<file path="src/hdl/wadl_pkg.sv">
// ----------------------------------------------------------------------------
// wadl_pkg: shared types and constants
// Modulus and the per-stage request records passed between the pipeline
// stages of the word Adler checksum.
// ----------------------------------------------------------------------------
package wadl_pkg;

   // Adler modulus and word geometry
   localparam logic [15:0] ADLER_MOD  = 16'd65521;
   localparam int unsigned WORD_BITS  = 64;
   localparam int unsigned WORD_BYTES = WORD_BITS / 8;

   // Masked word as it leaves the input stage
   typedef struct packed {
      logic [WORD_BITS-1:0] word;
      logic                 nonzero;
      logic                 last;
   } wadl_word_type;

   // Word reduced modulo ADLER_MOD
   typedef struct packed {
      logic [15:0] resid;
      logic        nonzero;
      logic        last;
   } wadl_resid_type;

endpackage

</file>
<file path="src/hdl/wadl_skid_mask.sv">
// ----------------------------------------------------------------------------
// wadl_skid_mask: input skid buffer and byte mask stage
// Takes requests behind a registered stall, clears bytes above the valid
// count and loads the first pipeline register.
// ----------------------------------------------------------------------------
module wadl_skid_mask (
   input  logic                   clock,
   input  logic                   reset,
   input  logic                   req_valid,
   input  logic [63:0]            req_data_word,
   input  logic [3:0]             req_valid_bytes,
   input  logic                   req_last,
   output logic                   req_stall,
   input  logic                   adv,
   output logic                   s1_valid,
   output wadl_pkg::wadl_word_type s1
);

   logic                    skid_valid_ff;
   logic [63:0]             skid_word_ff;
   logic [3:0]              skid_bytes_ff;
   logic                    skid_last_ff;
   logic                    s1_valid_ff;
   wadl_pkg::wadl_word_type s1_ff;
   wadl_pkg::wadl_word_type s1_in;
   logic                    accept;
   logic                    src_valid;
   logic [63:0]             src_word;
   logic [3:0]              src_bytes;
   logic                    src_last;

   // Take a request only while the skid slot is free
   assign accept    = req_valid && !skid_valid_ff;
   assign src_valid = skid_valid_ff || accept;
   assign src_word  = skid_valid_ff ? skid_word_ff  : req_data_word;
   assign src_bytes = skid_valid_ff ? skid_bytes_ff : req_valid_bytes;
   assign src_last  = skid_valid_ff ? skid_last_ff  : req_last;

   // Drop the bytes above the valid count; counts of eight and above keep all
   always_comb begin
      for (int i = 0; i < wadl_pkg::WORD_BYTES; i++) begin
         s1_in.word[8*i +: 8] = (src_bytes > 4'(i)) ? src_word[8*i +: 8] : 8'd0;
      end
      s1_in.nonzero = (src_bytes != 4'd0);
      s1_in.last    = src_last;
   end

   // Control: advance the stage, or park the request in the skid slot
   always_ff @(posedge clock) begin
      if (reset) begin
         skid_valid_ff <= 1'b0;
         s1_valid_ff   <= 1'b0;
      end else if (adv) begin
         skid_valid_ff <= 1'b0;
         s1_valid_ff   <= src_valid;
      end else if (accept) begin
         skid_valid_ff <= 1'b1;
      end
   end

   // Payload
   always_ff @(posedge clock) begin
      if (adv) begin
         s1_ff <= s1_in;
      end
      if (!adv && accept) begin
         skid_word_ff  <= req_data_word;
         skid_bytes_ff <= req_valid_bytes;
         skid_last_ff  <= req_last;
      end
   end

   assign req_stall = skid_valid_ff;
   assign s1_valid  = s1_valid_ff;
   assign s1        = s1_ff;

endmodule

</file>
<file path="src/hdl/wadl_mod_reduce.sv">
// ----------------------------------------------------------------------------
// wadl_mod_reduce: 64-bit word modulo 65521
// Two stages: weigh the four 16-bit chunks by powers of 15 (2^16 mod 65521),
// then fold the 28-bit total twice and subtract the modulus once.
// ----------------------------------------------------------------------------
module wadl_mod_reduce (
   input  logic                    clock,
   input  logic                    reset,
   input  logic                    adv,
   input  logic                    s1_valid,
   input  wadl_pkg::wadl_word_type s1,
   output logic                    s3_valid,
   output wadl_pkg::wadl_resid_type s3
);

   logic                     s2_valid_ff;
   logic [27:0]              s2_sum_ff;
   logic                     s2_nonzero_ff;
   logic                     s2_last_ff;
   logic [27:0]              s2_sum_in;
   logic                     s3_valid_ff;
   wadl_pkg::wadl_resid_type s3_ff;
   wadl_pkg::wadl_resid_type s3_in;
   logic [16:0]              fold1;
   logic [16:0]              fold2;

   // Weigh chunks: 1, 15, 225, 3375 are 2^(16k) mod 65521
   assign s2_sum_in = 28'(s1.word[15:0])
                    + 28'(s1.word[31:16]) * 28'd15
                    + 28'(s1.word[47:32]) * 28'd225
                    + 28'(s1.word[63:48]) * 28'd3375;

   // Fold twice, then one conditional subtract
   always_comb begin
      fold1         = 17'(s2_sum_ff[15:0]) + 17'(s2_sum_ff[27:16]) * 17'd15;
      fold2         = 17'(fold1[15:0]) + (fold1[16] ? 17'd15 : 17'd0);
      s3_in.resid   = (fold2 >= 17'(wadl_pkg::ADLER_MOD))
                    ? 16'(fold2 - 17'(wadl_pkg::ADLER_MOD)) : fold2[15:0];
      s3_in.nonzero = s2_nonzero_ff;
      s3_in.last    = s2_last_ff;
   end

   // Control
   always_ff @(posedge clock) begin
      if (reset) begin
         s2_valid_ff <= 1'b0;
         s3_valid_ff <= 1'b0;
      end else if (adv) begin
         s2_valid_ff <= s1_valid;
         s3_valid_ff <= s2_valid_ff;
      end
   end

   // Payload
   always_ff @(posedge clock) begin
      if (adv) begin
         s2_sum_ff     <= s2_sum_in;
         s2_nonzero_ff <= s1.nonzero;
         s2_last_ff    <= s1.last;
         s3_ff         <= s3_in;
      end
   end

   assign s3_valid = s3_valid_ff;
   assign s3       = s3_ff;

endmodule

</file>
<file path="src/hdl/wadl_accum.sv">
// ----------------------------------------------------------------------------
// wadl_accum: running sums and result register
// Updates sums A and B modulo 65521 per word, emits (B<<16)|A on the last
// word of a message and restarts the sums.
// ----------------------------------------------------------------------------
module wadl_accum (
   input  logic                     clock,
   input  logic                     reset,
   input  logic                     s3_valid,
   input  wadl_pkg::wadl_resid_type s3,
   output logic                     adv,
   output logic                     rsp_valid,
   input  logic                     rsp_stall,
   output logic [31:0]              rsp_checksum
);

   logic [15:0] sum_a_ff;
   logic [15:0] sum_b_ff;
   logic [15:0] sum_a_in;
   logic [15:0] sum_b_in;
   logic        rsp_valid_ff;
   logic [31:0] rsp_checksum_ff;
   logic [16:0] a_wide;
   logic [16:0] b_wide;

   // Advance the pipeline whenever the result register is free or draining
   assign adv = !rsp_valid_ff || !rsp_stall;

   // Add the word to A, then A to B; an empty word leaves both alone
   always_comb begin
      a_wide   = 17'(sum_a_ff) + 17'(s3.resid);
      sum_a_in = (a_wide >= 17'(wadl_pkg::ADLER_MOD))
               ? 16'(a_wide - 17'(wadl_pkg::ADLER_MOD)) : a_wide[15:0];
      b_wide   = 17'(sum_b_ff) + 17'(sum_a_in);
      sum_b_in = (b_wide >= 17'(wadl_pkg::ADLER_MOD))
               ? 16'(b_wide - 17'(wadl_pkg::ADLER_MOD)) : b_wide[15:0];
      if (!s3.nonzero) begin
         sum_a_in = sum_a_ff;
         sum_b_in = sum_b_ff;
      end
   end

   // Sums and result valid
   always_ff @(posedge clock) begin
      if (reset) begin
         sum_a_ff     <= 16'd1;
         sum_b_ff     <= 16'd0;
         rsp_valid_ff <= 1'b0;
      end else if (adv) begin
         rsp_valid_ff <= s3_valid && s3.last;
         if (s3_valid && s3.last) begin
            sum_a_ff <= 16'd1;
            sum_b_ff <= 16'd0;
         end else if (s3_valid) begin
            sum_a_ff <= sum_a_in;
            sum_b_ff <= sum_b_in;
         end
      end
   end

   // Result payload
   always_ff @(posedge clock) begin
      if (adv && s3_valid && s3.last) begin
         rsp_checksum_ff <= {sum_b_in, sum_a_in};
      end
   end

   assign rsp_valid    = rsp_valid_ff;
   assign rsp_checksum = rsp_checksum_ff;

endmodule

</file>
<file path="src/hdl/word_adler_checksum_top.sv">
// ----------------------------------------------------------------------------
// word_adler_checksum_top: Adler-style checksum over 64-bit words
// Path: an accepted request is masked into the input register, then passes the weigh,
// fold and accumulate registers to result valid; a result stall holds it back.
// Throughput: one word per cycle when results are not stalled; a request parked
// in the skid slot during a result stall holds off new requests as it drains.
// Reset: synchronous; clears pipeline valids and skid slot, A=1, B=0.
// ----------------------------------------------------------------------------
module word_adler_checksum_top (
   input  logic        clock,
   input  logic        reset,
   input  logic        req_valid,
   output logic        req_stall,
   input  logic [63:0] req_data_word,
   input  logic [3:0]  req_valid_bytes,
   input  logic        req_last,
   output logic        rsp_valid,
   input  logic        rsp_stall,
   output logic [31:0] rsp_checksum
);

   logic                     adv;
   logic                     s1_valid;
   wadl_pkg::wadl_word_type  s1;
   logic                     s3_valid;
   wadl_pkg::wadl_resid_type s3;

   // Input skid and byte mask
   wadl_skid_mask u_skid_mask (
      .clock           (clock),
      .reset           (reset),
      .req_valid       (req_valid),
      .req_data_word   (req_data_word),
      .req_valid_bytes (req_valid_bytes),
      .req_last        (req_last),
      .req_stall       (req_stall),
      .adv             (adv),
      .s1_valid        (s1_valid),
      .s1              (s1)
   );

   // Modular reduction of the word
   wadl_mod_reduce u_mod_reduce (
      .clock    (clock),
      .reset    (reset),
      .adv      (adv),
      .s1_valid (s1_valid),
      .s1       (s1),
      .s3_valid (s3_valid),
      .s3       (s3)
   );

   // Running sums and result
   wadl_accum u_accum (
      .clock        (clock),
      .reset        (reset),
      .s3_valid     (s3_valid),
      .s3           (s3),
      .adv          (adv),
      .rsp_valid    (rsp_valid),
      .rsp_stall    (rsp_stall),
      .rsp_checksum (rsp_checksum)
   );

endmodule

</file>
<file path="config.mk">
export PLATFORM = sky130hd
export DESIGN_NAME = word_adler_checksum_top
export DESIGN_NICKNAME = d
export VERILOG_FILES = /design/src/hdl/wadl_pkg.sv /design/src/hdl/wadl_skid_mask.sv /design/src/hdl/wadl_mod_reduce.sv /design/src/hdl/wadl_accum.sv /design/src/hdl/word_adler_checksum_top.sv
export SDC_FILE = /design/constraint.sdc
export NUM_CORES = 1
export LEC_CHECK = 0
export BUFFER_PORTS_ARGS = -buffer_cell sky130_fd_sc_hd__buf_4
export CAP_MARGIN = 20
export CORE_ASPECT_RATIO = 2
export CORE_MARGIN = 3
export CORE_UTILIZATION = 35
export CTS_CLUSTER_DIAMETER = 80
export DETAILED_ROUTE_END_ITERATION = 7
export SYNTH_ARGS = -nofsm -noshare
export SYNTH_HDL_FRONTEND = slang
export SYNTH_HIERARCHICAL = 1
export SYNTH_SLANG_ARGS = --single-unit
</file>
<file path="constraint.sdc">
create_clock -name clock -period 10.6 [get_ports clock]
set_input_delay 1.59 -clock clock [delete_from_list [all_inputs] [get_ports clock]]
set_output_delay 1.59 -clock clock [all_outputs]
set_load 0.005 [all_outputs]
</file>
==> out/summary.txt <==
Outcome: complete, no violations
Vias in the first global route: 17,000
ANT nets after route: 0
Clock period minus final worst setup slack: 7600 ps
CP required: 10,900 ps
Share of post-route cells with drive strength above 1: 9.70%
CP Capture Type: flop
Net Count, Synth: 2,676
Leading area contributor after synthesis: edfxtp_1
Chip Width: 187 um
Clock skew: 18.6 ps
GPL Wtd Cong: 0.905
Pre-Repair DR Iteration Count: 8
Worst EP arrival: 7900 ps
FILL cells: 6,253
Period utilization: 71.7%
FP Rows: 132
Drt via density: 4.98
Initial antenna violation count: 0
Number of buffers created by CTS: 26
FMAX: 132 MHz
Final WL: 55,200 um
Ports: 107
Global-route wire length before repair: 87,400 um
Die outline height: 369 um
Post-Syn Area: 23,000 um2
Largest net degree at the start of global routing: 80
Hold Crit Class: reg -> reg
EDFF count, synth: 215
RSZ-0062 raised after global routing: false
Detail Placement HPWL: 46,500 um
Latest clock arrival within the worst-skew pair: 570 ps
CTS tree: done
Diodes inserted: 0
Max FO, Critical Path: 6
Critical path type: reg -> reg
PortBufs: 106
Die footprint: 69,000 um2
TNS Setup: 0 ps
Clock sink total: 252
Commonest cells post-synth: inv_1, fa_1, ha_1
Setup Viol. Count Final: 0
Final Max Slew Viols: 0
CP Launch Type: flop
Top-area cell type share of the netlist area: 28.1%
Avg Inst Size Synth: 10.8 um2
Setup Buffers After CTS: 0
Max Cap Violations: 0
FFs w/ async S/R, synth: 0%
Clock slew at reported path FFs: 60 ps
Syn-to-layout area delta: 11.5%
Clock root cell: clkbuf_16
Worst relative slew slack: 27.2%
Sequential share of the synthesized area: 31.3%
Most numerous cell in the Yosys netlist: inv_1
Core area: 64,900 um2
DR vias: 15,500
Total congestion overflow: 0
Worst-Margin Slew: 1090 ps
Residual DRC: 0
Drt initial violations: 616
Resized Gates After CTS: 0
Nets: 2,780
Hold Vio Cnt, Final: 0
Hold buffers post-CTS: 0
CTS Buffer Depth: 3
Yosys reg bits: 252
Total track usage: 15.9%
Main synth FF type: edfxtp_1
Cell count after synthesis: 2,125
Post-synthesis cell type count: 98
Routed length per instance: 17.7 um
Initial Utilization: 35.4%
Htree depth: 1
Synth top area cells: edfxtp_1, fa_1, ha_1
Synth warnings: 6
-- metal layers --
metal / GRT usage, % / part of all wire [%]
met5: 0 / 0
met4: 8.62 / 6.1
met3: 1.48 / 2.7
met2: 33.6 / 59
met1: 14.4 / 32
-- per-stage QoR --
step | setup WS (ps) | utilization, % | hold WS [ps] | area, um2 | cells
global placement | 3110 | 38.2 | 400 | 24800 | 3070
floorplan | 421 | - | 400 | 23000 | 2125
finish | 3000 | 39.5 | 420 | 25700 | 3119
CTS | 2970 | 39.5 | 422 | 25700 | 3118
global route | 2680 | 39.5 | 426 | 25700 | 3119
detailed placement | 3000 | 38.2 | 407 | 24800 | 3071
-- cells by family (layout without fill, tap and decap cells) --
| kind of cell | count (synthesis) | count (layout) | share of synthesized area, % |
|---|---|---|---|
| flops | 252 | 252 | 31.3 |
| mux | 91 | 91 | 4.08 |
| fa+ha+maj | 478 | 478 | 34.2 |
| buf+inv | 452 | 575 | 7.58 |
| xor+xnor | 92 | 92 | 3.53 |
| compound gates | 313 | 313 | 9.65 |
| simple gates | 447 | 447 | 9.63 |
-- registers in the layout, indices dropped and copies added (netlist names), 4 cells and up --
signal	cells
u_skid_mask/s1	66
u_skid_mask/skid_word_ff	64
u_accum/rsp_checksum	32
u_mod_reduce/s2_sum_ff	28
u_mod_reduce/s3	18
u_accum/sum_a_ff	16
u_accum/sum_b_ff	16
u_skid_mask/skid_bytes_ff	4
-- area by class of cell --
cell class              count  area, um2  area share (%)
flip-flops and latches    252       7200            28.1
multi-input cells        1421      14100            54.9
repair buffers            115        858            3.34
clock buffers              33        718            2.80
clock inverters            14        166           0.648
well taps                 871       1090            4.25
inverters                 413       1550            6.04
-- worst max-delay path, cell delays in order (launching register included) --
cell and delay, ps:
edfxtp_1 400, inv_1 210, fa_1 490, fa_1 530
fa_1 550, inv_1 50, fa_1 490, inv_1 50
fa_1 530, fa_1 520, fa_1 540, inv_1 40
ha_1 370, a21oi_1 140, o21ai_0 110, nor3_1 300
nor3_1 160, o41ai_1 670, a211oi_1 270, o41a_1 500
nand4_1 120, nand2_1 60, a21oi_1 160, xnor2_1 90
-- placed cells by master (no fill, tap or decap), types with 8 or more instances in the layout --
cell	synthesis	layout
and3_1	15	15
nor2_1	167	166
o21a_1	19	19
a22o_1	8	8
clkbuf_16	0	27
nor4_1	11	11
a21o_1	18	18
buf_4	4	113
nand2_1	81	80
nand3_1	33	33
xor2_1	23	23
edfxtp_1	215	215
dfxtp_1	37	36
or3_1	10	10
mux2i_1	77	77
o21ai_0	56	56
inv_1	413	413
a21boi_0	8	8
xnor2_1	68	68
nor3b_1	12	11
nand2b_1	14	14
nand4_1	19	19
o211ai_1	13	13
nor3_1	23	23
and2_1	13	13
fa_1	253	253
mux2_2	13	13
ha_1	225	225
a21oi_1	83	83
a211oi_1	14	14
-- final timing paths --
| kind | endpoint | startpoint | cells past startpoint | slack [ps] |
|---|---|---|---|---|
| hold / removal | u_mod_reduce/s2_nonzero_ff | u_skid_mask/s1[1] | 0 | 420 |
| hold reg to reg | u_mod_reduce/s2_nonzero_ff | u_skid_mask/s1[1] | 0 | 420 |
| setup / recovery | u_mod_reduce/s2_sum_ff[27] | u_skid_mask/s1[24] | 23 | 3000 |
| setup reg to reg | u_mod_reduce/s2_sum_ff[27] | u_skid_mask/s1[24] | 23 | 3000 |
Power is left out: the tool's default activity adds up to more than one toggle a clock period on the data nets, which glitch-free logic cannot reach.
